===== config.mk =====
export PLATFORM = sky130hd
export DESIGN_NAME = event_trace_ring_buffer_core_flat
export DESIGN_NICKNAME = d
export VERILOG_FILES = /design/src/rtl/etrb_pkg.sv /design/src/rtl/etrb_ifs.sv /design/src/rtl/event_trace_ring_buffer_core.sv /design/src/rtl/etrb_front.sv /design/src/rtl/etrb_back.sv /design/src/flat_wrapper.sv
export SDC_FILE = /design/constraint.sdc
export NUM_CORES = 2
export LEC_CHECK = 0
export ABC_CLOCK_PERIOD_IN_PS = 6400
export BUFFER_PORTS_ARGS = -buffer_cell sky130_fd_sc_hd__buf_2
export CAP_MARGIN = 20
export CORE_ASPECT_RATIO = 1.25
export CORE_UTILIZATION = 30
export CTS_CLUSTER_DIAMETER = 200
export DETAILED_ROUTE_END_ITERATION = 6
export PLACE_DENSITY = 0.53
export SLEW_MARGIN = 10
export SYNTH_ARGS = -nofsm -noshare
export SYNTH_HDL_FRONTEND = slang
export SYNTH_HIERARCHICAL = 1
export SYNTH_SLANG_ARGS = --single-unit

===== constraint.sdc =====
create_clock -name clk_i -period 6.4 [get_ports clk_i]
set_input_delay 1.92 -clock clk_i [delete_from_list [all_inputs] [get_ports clk_i]]
set_output_delay 1.92 -clock clk_i [all_outputs]
set_load 0.03 [all_outputs]

===== src/rtl/etrb_pkg.sv =====
// Shared constants, codes and the command record of the event trace ring buffer.
package etrb_pkg;

  // Default number of record slots in the ring.
  localparam int unsigned DEPTH_DEFAULT = 16;

  // Most records that one read drains; larger requests saturate here.
  localparam int unsigned MAX_DRAIN = 16;
  localparam int unsigned TAKE_W    = $clog2(MAX_DRAIN + 1);

  // Command queue between front and back.
  localparam int unsigned QUEUE_DEPTH = 2;

  // Input command codes.
  localparam logic [1:0] CMD_PUSH_EVENT = 2'd0;
  localparam logic [1:0] CMD_PUSH_FAULT = 2'd1;
  localparam logic [1:0] CMD_PUSH_TRACE = 2'd2;
  localparam logic [1:0] CMD_READ       = 2'd3;

  // Result kinds.
  localparam logic [1:0] KIND_STORED   = 2'd0;
  localparam logic [1:0] KIND_DROPPED  = 2'd1;
  localparam logic [1:0] KIND_RETURNED = 2'd2;
  localparam logic [1:0] KIND_NONE     = 2'd3;

  // Classified command handed from front to back.
  typedef struct packed {
    logic              is_read;
    logic              is_fault;
    logic [1:0]        category;
    logic [15:0]       code;
    logic [7:0]        severity;
    logic [31:0]       detail;
    logic [31:0]       tick;
    logic [TAKE_W-1:0] max_read;
  } etrb_cmd_t;

endpackage


===== src/rtl/etrb_ifs.sv =====
// Handshake channels of the event trace ring buffer: command in, result out.
interface etrb_req_if;
  logic        valid;
  logic        ready;
  logic [1:0]  cmd;
  logic [15:0] code;
  logic [7:0]  severity;
  logic [31:0] detail;
  logic [31:0] tick;
  logic [4:0]  max_read;

  modport source (output valid, cmd, code, severity, detail, tick, max_read, input ready);
  modport sink   (input valid, cmd, code, severity, detail, tick, max_read, output ready);
endinterface

interface etrb_rsp_if;
  logic        valid;
  logic        ready;
  logic [1:0]  kind;
  logic [15:0] rec_code;
  logic [1:0]  rec_category;
  logic [7:0]  rec_severity;
  logic [31:0] rec_detail;
  logic [31:0] rec_tick;
  logic        last;
  logic [4:0]  occupancy;
  logic [31:0] dropped_count;
  logic [31:0] total_count;
  logic [31:0] fault_count;

  modport source (output valid, kind, rec_code, rec_category, rec_severity, rec_detail,
                  rec_tick, last, occupancy, dropped_count, total_count, fault_count,
                  input ready);
  modport sink   (input valid, kind, rec_code, rec_category, rec_severity, rec_detail,
                  rec_tick, last, occupancy, dropped_count, total_count, fault_count,
                  output ready);
endinterface


===== src/rtl/event_trace_ring_buffer_core.sv =====
// Top level of the event trace ring buffer: front end, command queue and back end.
//
// Stores timestamped event, fault and trace records in a ring of DEPTH slots and
// drains them oldest first. Every command yields one or more results on the rsp_o
// channel; each carries the occupancy and the drop, total and fault counters as
// they stand after that result. Pushes flow through the back end at one transfer
// per clock once the result channel keeps up. A read that returns n records (n
// up to 16, limited by max_read and the fill) occupies the back end until its last
// record is out, one record per cycle while the result channel keeps up, paced by
// the single read port of the record memory; an empty read or a zero max_read gives
// a single no-record result. A two-entry command queue sits between the front and
// back ends, so commands keep arriving while a drain runs or a result waits. Record
// storage is not cleared at reset; only slots that have been pushed are ever read back.
module event_trace_ring_buffer_core import etrb_pkg::*; #(
  parameter int unsigned DEPTH = DEPTH_DEFAULT
) (
  input  logic       clk_i,
  input  logic       rst_ni,
  etrb_req_if.sink   req_i,
  etrb_rsp_if.source rsp_o
);

  logic      cmd_valid;
  logic      cmd_pop;
  etrb_cmd_t cmd;

  // Accept, classify and queue commands.
  etrb_front u_front (
    .clk_i       (clk_i),
    .rst_ni      (rst_ni),
    .req_i       (req_i),
    .cmd_valid_o (cmd_valid),
    .cmd_o       (cmd),
    .cmd_pop_i   (cmd_pop)
  );

  // Carry out pushes and drains, hold the result until transferred.
  etrb_back #(
    .DEPTH (DEPTH)
  ) u_back (
    .clk_i       (clk_i),
    .rst_ni      (rst_ni),
    .cmd_valid_i (cmd_valid),
    .cmd_i       (cmd),
    .cmd_pop_o   (cmd_pop),
    .rsp_o       (rsp_o)
  );

endmodule


===== src/rtl/etrb_front.sv =====
// Front end: classify incoming commands and hold them in a short queue.
module etrb_front import etrb_pkg::*; (
  input  logic       clk_i,
  input  logic       rst_ni,
  etrb_req_if.sink   req_i,
  output logic       cmd_valid_o,
  output etrb_cmd_t  cmd_o,
  input  logic       cmd_pop_i
);

  localparam int unsigned QAW = (QUEUE_DEPTH > 1) ? $clog2(QUEUE_DEPTH) : 1;
  localparam int unsigned QCW = $clog2(QUEUE_DEPTH + 1);
  localparam logic [QAW-1:0] QPTR_LAST = QAW'(QUEUE_DEPTH - 1);
  localparam logic [QCW-1:0] QFULL     = QCW'(QUEUE_DEPTH);

  etrb_cmd_t        q_mem [QUEUE_DEPTH];
  logic [QAW-1:0]   wr_ptr_q, wr_ptr_d;
  logic [QAW-1:0]   rd_ptr_q, rd_ptr_d;
  logic [QCW-1:0]   count_q, count_d;
  etrb_cmd_t        cls;
  logic             push, pop;

  // Classify: force severity to zero unless fault, saturate the drain request.
  always_comb begin
    cls          = '0;
    cls.code     = req_i.code;
    cls.detail   = req_i.detail;
    cls.tick     = req_i.tick;
    cls.category = req_i.cmd;
    cls.max_read = (req_i.max_read > TAKE_W'(MAX_DRAIN)) ? TAKE_W'(MAX_DRAIN)
                                                          : req_i.max_read;
    unique case (req_i.cmd)
      CMD_PUSH_FAULT: begin
        cls.is_fault = 1'b1;
        cls.severity = req_i.severity;
      end
      CMD_READ: begin
        cls.is_read = 1'b1;
      end
      default: begin
        cls.severity = '0;
      end
    endcase
  end

  assign req_i.ready = (count_q != QFULL);
  assign push        = req_i.valid && req_i.ready;
  assign pop         = cmd_pop_i && cmd_valid_o;
  assign cmd_valid_o = (count_q != '0);
  assign cmd_o       = q_mem[rd_ptr_q];

  always_comb begin
    wr_ptr_d = wr_ptr_q;
    rd_ptr_d = rd_ptr_q;
    count_d  = count_q;
    if (push) begin
      wr_ptr_d = (wr_ptr_q == QPTR_LAST) ? '0 : wr_ptr_q + QAW'(1);
    end
    if (pop) begin
      rd_ptr_d = (rd_ptr_q == QPTR_LAST) ? '0 : rd_ptr_q + QAW'(1);
    end
    if (push && !pop) begin
      count_d = count_q + QCW'(1);
    end else if (pop && !push) begin
      count_d = count_q - QCW'(1);
    end
  end

  always_ff @(posedge clk_i or negedge rst_ni) begin
    if (!rst_ni) begin
      wr_ptr_q <= '0;
      rd_ptr_q <= '0;
      count_q  <= '0;
    end else begin
      wr_ptr_q <= wr_ptr_d;
      rd_ptr_q <= rd_ptr_d;
      count_q  <= count_d;
    end
  end

  always_ff @(posedge clk_i) begin
    if (push) begin
      q_mem[wr_ptr_q] <= cls;
    end
  end

endmodule


===== src/rtl/etrb_back.sv =====
// Back end: record ring, counters, drain sequencer and result register.
module etrb_back import etrb_pkg::*; #(
  parameter int unsigned DEPTH = DEPTH_DEFAULT
) (
  input  logic       clk_i,
  input  logic       rst_ni,
  input  logic       cmd_valid_i,
  input  etrb_cmd_t  cmd_i,
  output logic       cmd_pop_o,
  etrb_rsp_if.source rsp_o
);

  localparam int unsigned AW    = $clog2(DEPTH);
  localparam int unsigned PW    = $clog2(2 * DEPTH);
  localparam int unsigned CMP_W = (PW > TAKE_W) ? PW : TAKE_W;
  localparam logic [PW-1:0] PTR_LAST = PW'(2 * DEPTH - 1);
  localparam logic [PW-1:0] DEPTH_P  = PW'(DEPTH);
  localparam logic [PW:0]   RANGE_P  = (PW + 1)'(2 * DEPTH);

  localparam logic ST_IDLE  = 1'b0;
  localparam logic ST_DRAIN = 1'b1;

  function automatic logic [PW-1:0] ptr_inc(input logic [PW-1:0] p);
    return (p == PTR_LAST) ? '0 : p + PW'(1);
  endfunction

  function automatic logic [AW-1:0] ptr_slot(input logic [PW-1:0] p);
    return (p >= DEPTH_P) ? AW'(p - DEPTH_P) : AW'(p);
  endfunction

  logic [63:0]       pay_mem  [DEPTH];
  logic [25:0]       meta_mem [DEPTH];
  logic [63:0]       rd_pay_q;
  logic [25:0]       rd_meta_q;

  logic [PW-1:0]     wr_ptr_q, wr_ptr_d;
  logic [PW-1:0]     rd_ptr_q, rd_ptr_d;
  logic [31:0]       drop_q, drop_d;
  logic [31:0]       push_q, push_d;
  logic [31:0]       fault_q, fault_d;
  logic              state_q, state_d;
  logic [TAKE_W-1:0] remain_q, remain_d;

  logic              out_valid_q, out_valid_d;
  logic [1:0]        kind_q, kind_d;
  logic              last_q, last_d;
  logic              rec_q, rec_d;

  logic [PW:0]       diff;
  logic [PW-1:0]     fill;
  logic              full;
  logic [CMP_W-1:0]  fill_x, maxr_x;
  logic [TAKE_W-1:0] take;
  logic              out_free, start, drain_step, issue_rd, push_ok, push_drop, load;

  // Occupancy from the two wrapping pointers.
  assign diff   = {1'b0, wr_ptr_q} + RANGE_P - {1'b0, rd_ptr_q};
  assign fill   = (diff >= RANGE_P) ? PW'(diff - RANGE_P) : PW'(diff);
  assign full   = (fill >= DEPTH_P);
  assign fill_x = CMP_W'(fill);
  assign maxr_x = CMP_W'(cmd_i.max_read);
  assign take   = (fill_x < maxr_x) ? TAKE_W'(fill_x) : TAKE_W'(maxr_x);

  assign out_free   = !out_valid_q || rsp_o.ready;
  assign start      = (state_q == ST_IDLE) && cmd_valid_i && out_free;
  assign drain_step = (state_q == ST_DRAIN) && out_free;
  assign issue_rd   = (start && cmd_i.is_read && (take != '0)) || drain_step;
  assign push_ok    = start && !cmd_i.is_read && !full;
  assign push_drop  = start && !cmd_i.is_read && full;
  assign load       = start || drain_step;
  assign cmd_pop_o  = start;

  always_comb begin
    wr_ptr_d    = push_ok  ? ptr_inc(wr_ptr_q) : wr_ptr_q;
    rd_ptr_d    = issue_rd ? ptr_inc(rd_ptr_q) : rd_ptr_q;
    drop_d      = push_drop ? drop_q + 32'd1 : drop_q;
    push_d      = (start && !cmd_i.is_read) ? push_q + 32'd1 : push_q;
    fault_d     = (start && !cmd_i.is_read && cmd_i.is_fault) ? fault_q + 32'd1 : fault_q;
    state_d     = state_q;
    remain_d    = remain_q;
    kind_d      = kind_q;
    last_d      = last_q;
    rec_d       = rec_q;
    out_valid_d = out_valid_q && !rsp_o.ready;

    unique case (state_q)
      ST_IDLE: begin
        if (start) begin
          rec_d = issue_rd;
          if (!cmd_i.is_read) begin
            kind_d = push_ok ? KIND_STORED : KIND_DROPPED;
            last_d = 1'b1;
          end else if (take == '0) begin
            kind_d = KIND_NONE;
            last_d = 1'b1;
          end else begin
            kind_d = KIND_RETURNED;
            last_d = (take < TAKE_W'(2));
            if (take >= TAKE_W'(2)) begin
              state_d  = ST_DRAIN;
              remain_d = take - TAKE_W'(1);
            end
          end
        end
      end
      ST_DRAIN: begin
        if (drain_step) begin
          rec_d    = 1'b1;
          kind_d   = KIND_RETURNED;
          last_d   = (remain_q == TAKE_W'(1));
          remain_d = remain_q - TAKE_W'(1);
          if (remain_q == TAKE_W'(1)) begin
            state_d = ST_IDLE;
          end
        end
      end
      default: begin
        state_d = ST_IDLE;
      end
    endcase

    if (load) begin
      out_valid_d = 1'b1;
    end
  end

  always_ff @(posedge clk_i or negedge rst_ni) begin
    if (!rst_ni) begin
      wr_ptr_q    <= '0;
      rd_ptr_q    <= '0;
      drop_q      <= '0;
      push_q      <= '0;
      fault_q     <= '0;
      state_q     <= ST_IDLE;
      remain_q    <= '0;
      out_valid_q <= 1'b0;
    end else begin
      wr_ptr_q    <= wr_ptr_d;
      rd_ptr_q    <= rd_ptr_d;
      drop_q      <= drop_d;
      push_q      <= push_d;
      fault_q     <= fault_d;
      state_q     <= state_d;
      remain_q    <= remain_d;
      out_valid_q <= out_valid_d;
    end
  end

  // Result payload flops: written only alongside a new result.
  always_ff @(posedge clk_i) begin
    kind_q <= kind_d;
    last_q <= last_d;
    rec_q  <= rec_d;
  end

  // Record ring: one write port for pushes, one registered read port for drains.
  always_ff @(posedge clk_i) begin
    if (push_ok) begin
      pay_mem[ptr_slot(wr_ptr_q)]  <= {cmd_i.tick, cmd_i.detail};
      meta_mem[ptr_slot(wr_ptr_q)] <= {cmd_i.category, cmd_i.severity, cmd_i.code};
    end
    if (issue_rd) begin
      rd_pay_q  <= pay_mem[ptr_slot(rd_ptr_q)];
      rd_meta_q <= meta_mem[ptr_slot(rd_ptr_q)];
    end
  end

  // Counters and pointers only move when a new result loads, so while a
  // result waits they still show the values that belong to it.
  assign rsp_o.valid         = out_valid_q;
  assign rsp_o.kind          = kind_q;
  assign rsp_o.last          = last_q;
  assign rsp_o.rec_code      = rec_q ? rd_meta_q[15:0]  : 16'd0;
  assign rsp_o.rec_severity  = rec_q ? rd_meta_q[23:16] : 8'd0;
  assign rsp_o.rec_category  = rec_q ? rd_meta_q[25:24] : 2'd0;
  assign rsp_o.rec_detail    = rec_q ? rd_pay_q[31:0]   : 32'd0;
  assign rsp_o.rec_tick      = rec_q ? rd_pay_q[63:32]  : 32'd0;
  assign rsp_o.occupancy     = 5'(fill);
  assign rsp_o.dropped_count = drop_q;
  assign rsp_o.total_count   = push_q;
  assign rsp_o.fault_count   = fault_q;

endmodule


===== src/flat_wrapper.sv =====
// flat-port wrapper written by rule: the top's interface ports become plain ports
module event_trace_ring_buffer_core_flat import etrb_pkg::*;
#(
  parameter int unsigned DEPTH = DEPTH_DEFAULT
)
  (clk_i, rst_ni, req_i_valid, req_i_cmd, req_i_code, req_i_severity, req_i_detail, req_i_tick, req_i_max_read, req_i_ready, rsp_o_valid, rsp_o_kind, rsp_o_rec_code, rsp_o_rec_category, rsp_o_rec_severity, rsp_o_rec_detail, rsp_o_rec_tick, rsp_o_last, rsp_o_occupancy, rsp_o_dropped_count, rsp_o_total_count, rsp_o_fault_count, rsp_o_ready);
  etrb_req_if req_i_i ();
  etrb_rsp_if rsp_o_i ();
  input  logic clk_i;
  input  logic rst_ni;
  input wire logic [$bits(req_i_i.valid)-1:0] req_i_valid;
  input wire logic [$bits(req_i_i.cmd)-1:0] req_i_cmd;
  input wire logic [$bits(req_i_i.code)-1:0] req_i_code;
  input wire logic [$bits(req_i_i.severity)-1:0] req_i_severity;
  input wire logic [$bits(req_i_i.detail)-1:0] req_i_detail;
  input wire logic [$bits(req_i_i.tick)-1:0] req_i_tick;
  input wire logic [$bits(req_i_i.max_read)-1:0] req_i_max_read;
  output wire logic [$bits(req_i_i.ready)-1:0] req_i_ready;
  output wire logic [$bits(rsp_o_i.valid)-1:0] rsp_o_valid;
  output wire logic [$bits(rsp_o_i.kind)-1:0] rsp_o_kind;
  output wire logic [$bits(rsp_o_i.rec_code)-1:0] rsp_o_rec_code;
  output wire logic [$bits(rsp_o_i.rec_category)-1:0] rsp_o_rec_category;
  output wire logic [$bits(rsp_o_i.rec_severity)-1:0] rsp_o_rec_severity;
  output wire logic [$bits(rsp_o_i.rec_detail)-1:0] rsp_o_rec_detail;
  output wire logic [$bits(rsp_o_i.rec_tick)-1:0] rsp_o_rec_tick;
  output wire logic [$bits(rsp_o_i.last)-1:0] rsp_o_last;
  output wire logic [$bits(rsp_o_i.occupancy)-1:0] rsp_o_occupancy;
  output wire logic [$bits(rsp_o_i.dropped_count)-1:0] rsp_o_dropped_count;
  output wire logic [$bits(rsp_o_i.total_count)-1:0] rsp_o_total_count;
  output wire logic [$bits(rsp_o_i.fault_count)-1:0] rsp_o_fault_count;
  input wire logic [$bits(rsp_o_i.ready)-1:0] rsp_o_ready;
  assign req_i_i.valid = req_i_valid;
  assign req_i_i.cmd = req_i_cmd;
  assign req_i_i.code = req_i_code;
  assign req_i_i.severity = req_i_severity;
  assign req_i_i.detail = req_i_detail;
  assign req_i_i.tick = req_i_tick;
  assign req_i_i.max_read = req_i_max_read;
  assign req_i_ready = req_i_i.ready;
  assign rsp_o_valid = rsp_o_i.valid;
  assign rsp_o_kind = rsp_o_i.kind;
  assign rsp_o_rec_code = rsp_o_i.rec_code;
  assign rsp_o_rec_category = rsp_o_i.rec_category;
  assign rsp_o_rec_severity = rsp_o_i.rec_severity;
  assign rsp_o_rec_detail = rsp_o_i.rec_detail;
  assign rsp_o_rec_tick = rsp_o_i.rec_tick;
  assign rsp_o_last = rsp_o_i.last;
  assign rsp_o_occupancy = rsp_o_i.occupancy;
  assign rsp_o_dropped_count = rsp_o_i.dropped_count;
  assign rsp_o_total_count = rsp_o_i.total_count;
  assign rsp_o_fault_count = rsp_o_i.fault_count;
  assign rsp_o_i.ready = rsp_o_ready;
  event_trace_ring_buffer_core #(.DEPTH(DEPTH)) u_core (.clk_i(clk_i), .rst_ni(rst_ni), .req_i(req_i_i), .rsp_o(rsp_o_i));
endmodule

==> metrics.md <==
| Metric | Value |
|---|---|
| Setup Skew | `0.03473 ns` |
| Period utilization | `80.87%` |
| Power Density | `443.0 nW/µm²` |
| Row Count | `198` |
| Drt total wl | `168700 µm` |
| Share of layout cells above drive strength 1 | `33.21%` |
| Vias in the first global route | `33931` |
| Register area | `54830 µm²` |
| CTS tree | `done` |
| Worst setup SP type | `register` |
| H-tree levels | `4` |
| Fin. Hold Viols | `0` |
| Synth Net Count | `3223` |
| Crit path kind | `reg2out` |
| Relative slew slack | `32.88%` |
| Gr usage total | `14.08%` |
| Largest fanout on the critical path | `22` |
| Hold Startpoint | `u_core/u_back/rsp_o.total_count[31]` |
| Dpl hpwl | `96210 µm` |
| Seq/Total Area, Yosys | `77.81%` |
| Root buffer cell | `clkbuf_16` |
| Drt pass-1 iters | `6` |
| Warnings, synthesis | `6` |
| Vias per std cell | `4.756` |
| Max VDD drop | `0.3279 mV` |
| Achievable Freq | `193.2 MHz` |
| CTS Sinks | `1845` |
| CP Capture Type | `primary output` |
| Final non-filler cell total | `6777` |
| CP required | `4.48 ns` |
| Ys async rst share | `6.341%` |
| Placed cell count | `6434` |
| Post-synth EDFFs | `1728` |
| WL/cell | `24.89 µm` |
| Area Growth Syn to Fin | `16.60%` |
| Unique masters post-synth | `58` |
| Synth Cell Area | `70450 µm²` |
| Post-route antenna net violation count | `0` |
| Area of the multi-input gates | `14990 µm²` |
| R2R Path Start | `u_core/u_back/rd_ptr_q[1]` |
| Max cap viols | `0` |
| Total die area | `236800 µm²` |
| First-pass GRT wire length | `244300 µm` |
| Post-route DRC | `0` |
| Min Tclk post-route | `5.176 ns` |
| Worst Hold Path Cells | `1` |
| RSZ-0062 raised after global routing | `false` |
| Hold-fix buffers, CTS | `0` |
| Initial Utilization | `30.22%` |
| Clock transition at path regs | `0.06 ns` |
| Post-Syn Instances | `3101` |
| Pwr Total | `36.39 mW` |
| Synthesis-stage register bit count | `1845` |
| Worst R2R End | `u_core/u_back/remain_q[1]` |
| R2R Setup Slk | `1.55 ns` |
| Final #Nets | `3648` |
| Syn_area_per_cell | `22.72 µm²` |
| Post-Route Setup TNS | `0 ns` |
| Largest buffer count on any clock path | `4` |
| Total number of vias | `32232` |
| Fill cells | `21428` |
| # Post-CTS Setup Buffers | `0` |
| Final setup violation count | `0` |
| Pins over their slew limit | `0` |
| Routability cong. | `0.7595` |
| Top FF cell, synth | `edfxtp_1` |
| Die span in x | `435.4 µm` |
| CORE AREA | `233100 µm²` |
| Post-cts gate resize count | `0` |
| Arrival @ worst endpoint | `3.26 ns` |
| Antenna violations before repair | `29` |
| Port Buf Inserts | `294` |
| Slew @ Worst Pin | `1.000 ns` |
| Die span in y | `543.8 µm` |
| # IOs | `295` |
| Pin count of the biggest net entering global routing | `97` |
| Clock Latency Late Sink | `0.83 ns` |
| Total CTS buffers | `188` |
| Starting DRT DRC Count | `2479` |
| Remaining global-route overflow | `0` |
| Reg2Reg Depth | `16` |
| Lkg Pwr | `26.79 nW` |
| Worst Hold Class | `reg2reg` |
| Status | `finished, final reports clean` |
| Worst Hold Path EP | `u_core/u_back/rsp_o.total_count[31]` |
## registers in the layout, indices dropped and copies added (netlist names)
signal                             flops
u_core/u_back/pay_mem               1024
u_core/u_back/meta_mem               416
u_core/u_front/q_mem                 194
u_core/u_back/rd_pay_q                64
u_core/u_back/rsp_o.dropped_count     32
u_core/u_back/rsp_o.fault_count       32
u_core/u_back/rsp_o.total_count       32
u_core/u_back/rd_meta_q               26
u_core/u_back/rd_ptr_q                 5
u_core/u_back/remain_q                 5
u_core/u_back/wr_ptr_q                 5
u_core/u_back/rsp_o.kind               2
u_core/u_front/count_q                 2
u_core/u_back/rec_q                    1
u_core/u_back/rsp_o.last               1
u_core/u_back/rsp_o.valid              1
u_core/u_back/state_q                  1
u_core/u_front/rd_ptr_q                1
u_core/u_front/wr_ptr_q                1
## cells by family after synthesis
kind of cell / share of synthesized area [%]
and+or+nand+nor: 2.792
adders and majority gates: 0.4192
AOI/OAI and AO/OA: 0.5258
buffers and inverters: 1.019
xor gates and xnor gates: 1.293
DFF: 77.81
muxes: 16.14
## cell usage in the layout, fill, tap and decap left out, types with 4 or more instances in the layout
cell / n
edfxtp_1: 1728
mux4_2: 450
buf_2: 293
clkbuf_16: 190
dfrtp_1: 113
and2_1: 107
mux2_2: 81
xnor2_1: 73
nand2_1: 72
buf_4: 50
nor2_1: 38
clkbuf_1: 37
clkinv_1: 36
nand3_1: 36
xor2_1: 31
clkinv_2: 28
buf_12: 26
inv_1: 25
ha_1: 22
mux2_4: 20
o21ai_0: 18
and3_1: 17
nor3_1: 15
nand4_1: 15
bufinv_16: 14
and3_4: 10
and4_1: 10
diode_2: 9
clkbuf_8: 9
inv_6: 8
a21oi_1: 8
clkinvlp_4: 7
a21o_1: 5
a31oi_1: 5
and2_4: 5
nor2b_1: 5
nand2b_1: 4
dfrtp_4: 4
## power breakdown
part / switching [mW] / internal, mW / total (mW)
Combinational: 5.87 / 4.00 / 9.86
Sequential: 0.516 / 15.3 / 15.9
Clock: 4.56 / 6.11 / 10.7
## area by class of cell
class,instances,share of cell area [%]
clock buffers,236,6.108
multi-input cells,1092,18.24
repair buffers,372,2.952
inverters,27,0.1325
clock inverters,96,1.057
well taps,3100,4.722
diodes,9,0.02742
flip-flops and latches,1845,66.76
## worst max-delay path by stage
stage                                  endpoint                      start  slack (ns)  depth (start not counted)
CTS                          rsp_o_occupancy[4]  u_core/u_back/rd_ptr_q[0]        0.98                          7
floorplan             u_core/u_back/rd_ptr_q[3]  u_core/u_back/rd_ptr_q[1]        0.57                         15
global placement    u_core/u_back/rd_meta_q[14]  u_core/u_back/rd_ptr_q[0]        1.16                         13
global route                 rsp_o_occupancy[3]  u_core/u_back/rd_ptr_q[1]         1.0                          6
finish                       rsp_o_occupancy[4]  u_core/u_back/rd_ptr_q[0]        1.22                          8
detailed placement    u_core/u_back/remain_q[1]  u_core/u_back/rd_ptr_q[0]        1.30                         17
## cells in the mapped netlist (6+ instances only)
cell	instances	area [µm²]
a21oi_1	8	40.04
and2_1	112	700.7
and3_1	26	162.7
and4_1	13	113.9
buf_1	11	41.29
buf_2	49	245.2
clkbuf_1	71	266.5
dfrtp_1	117	2928
edfxtp_1	1728	51890
ha_1	22	275.3
inv_1	27	101.4
mux2_2	81	912.1
mux2_4	20	300.3
mux4_2	450	10130
nand2_1	72	270.3
nand3_1	36	180.2
nand4_1	15	93.84
nor2_1	39	146.4
nor2b_1	6	37.54
nor3_1	15	75.07
o21ai_0	18	90.09
xnor2_1	73	639.4
xor2_1	31	271.5
## per-stage QoR
stage               hold slack [ns]  instance area, µm²  worst slack [ns]  utilization, %
floorplan                    0.4559               70450            0.5681               -
global placement             0.4530               76150             1.159           32.66
detailed placement           0.4576               76200             1.299           32.68
CTS                          0.4652               82080            0.9812           35.21
global route                 0.4856               82120            0.9997           35.23
finish                       0.4581               82140             1.224           35.23
## worst max-delay path, cell delays in order (launching register included)
cell and delay (ns):
dfrtp_4 0.68, ha_1 0.25, inv_1 0.06, fa_1 0.40, a21o_1 0.18, a21oi_1 0.17
xnor2_1 0.19, clkbuf_4 0.27, buf_2 0.23
## layer usage
metal,share of wire [%],GRT usage [%],vias to the layer above
met1,43,18.83,17453
met3,5.3,2.642,261
li1,-,-,13701
met2,49,23.67,781
met4,2.0,3.352,36
met5,0.14,0,-
(Power assumes the default switching activity.)
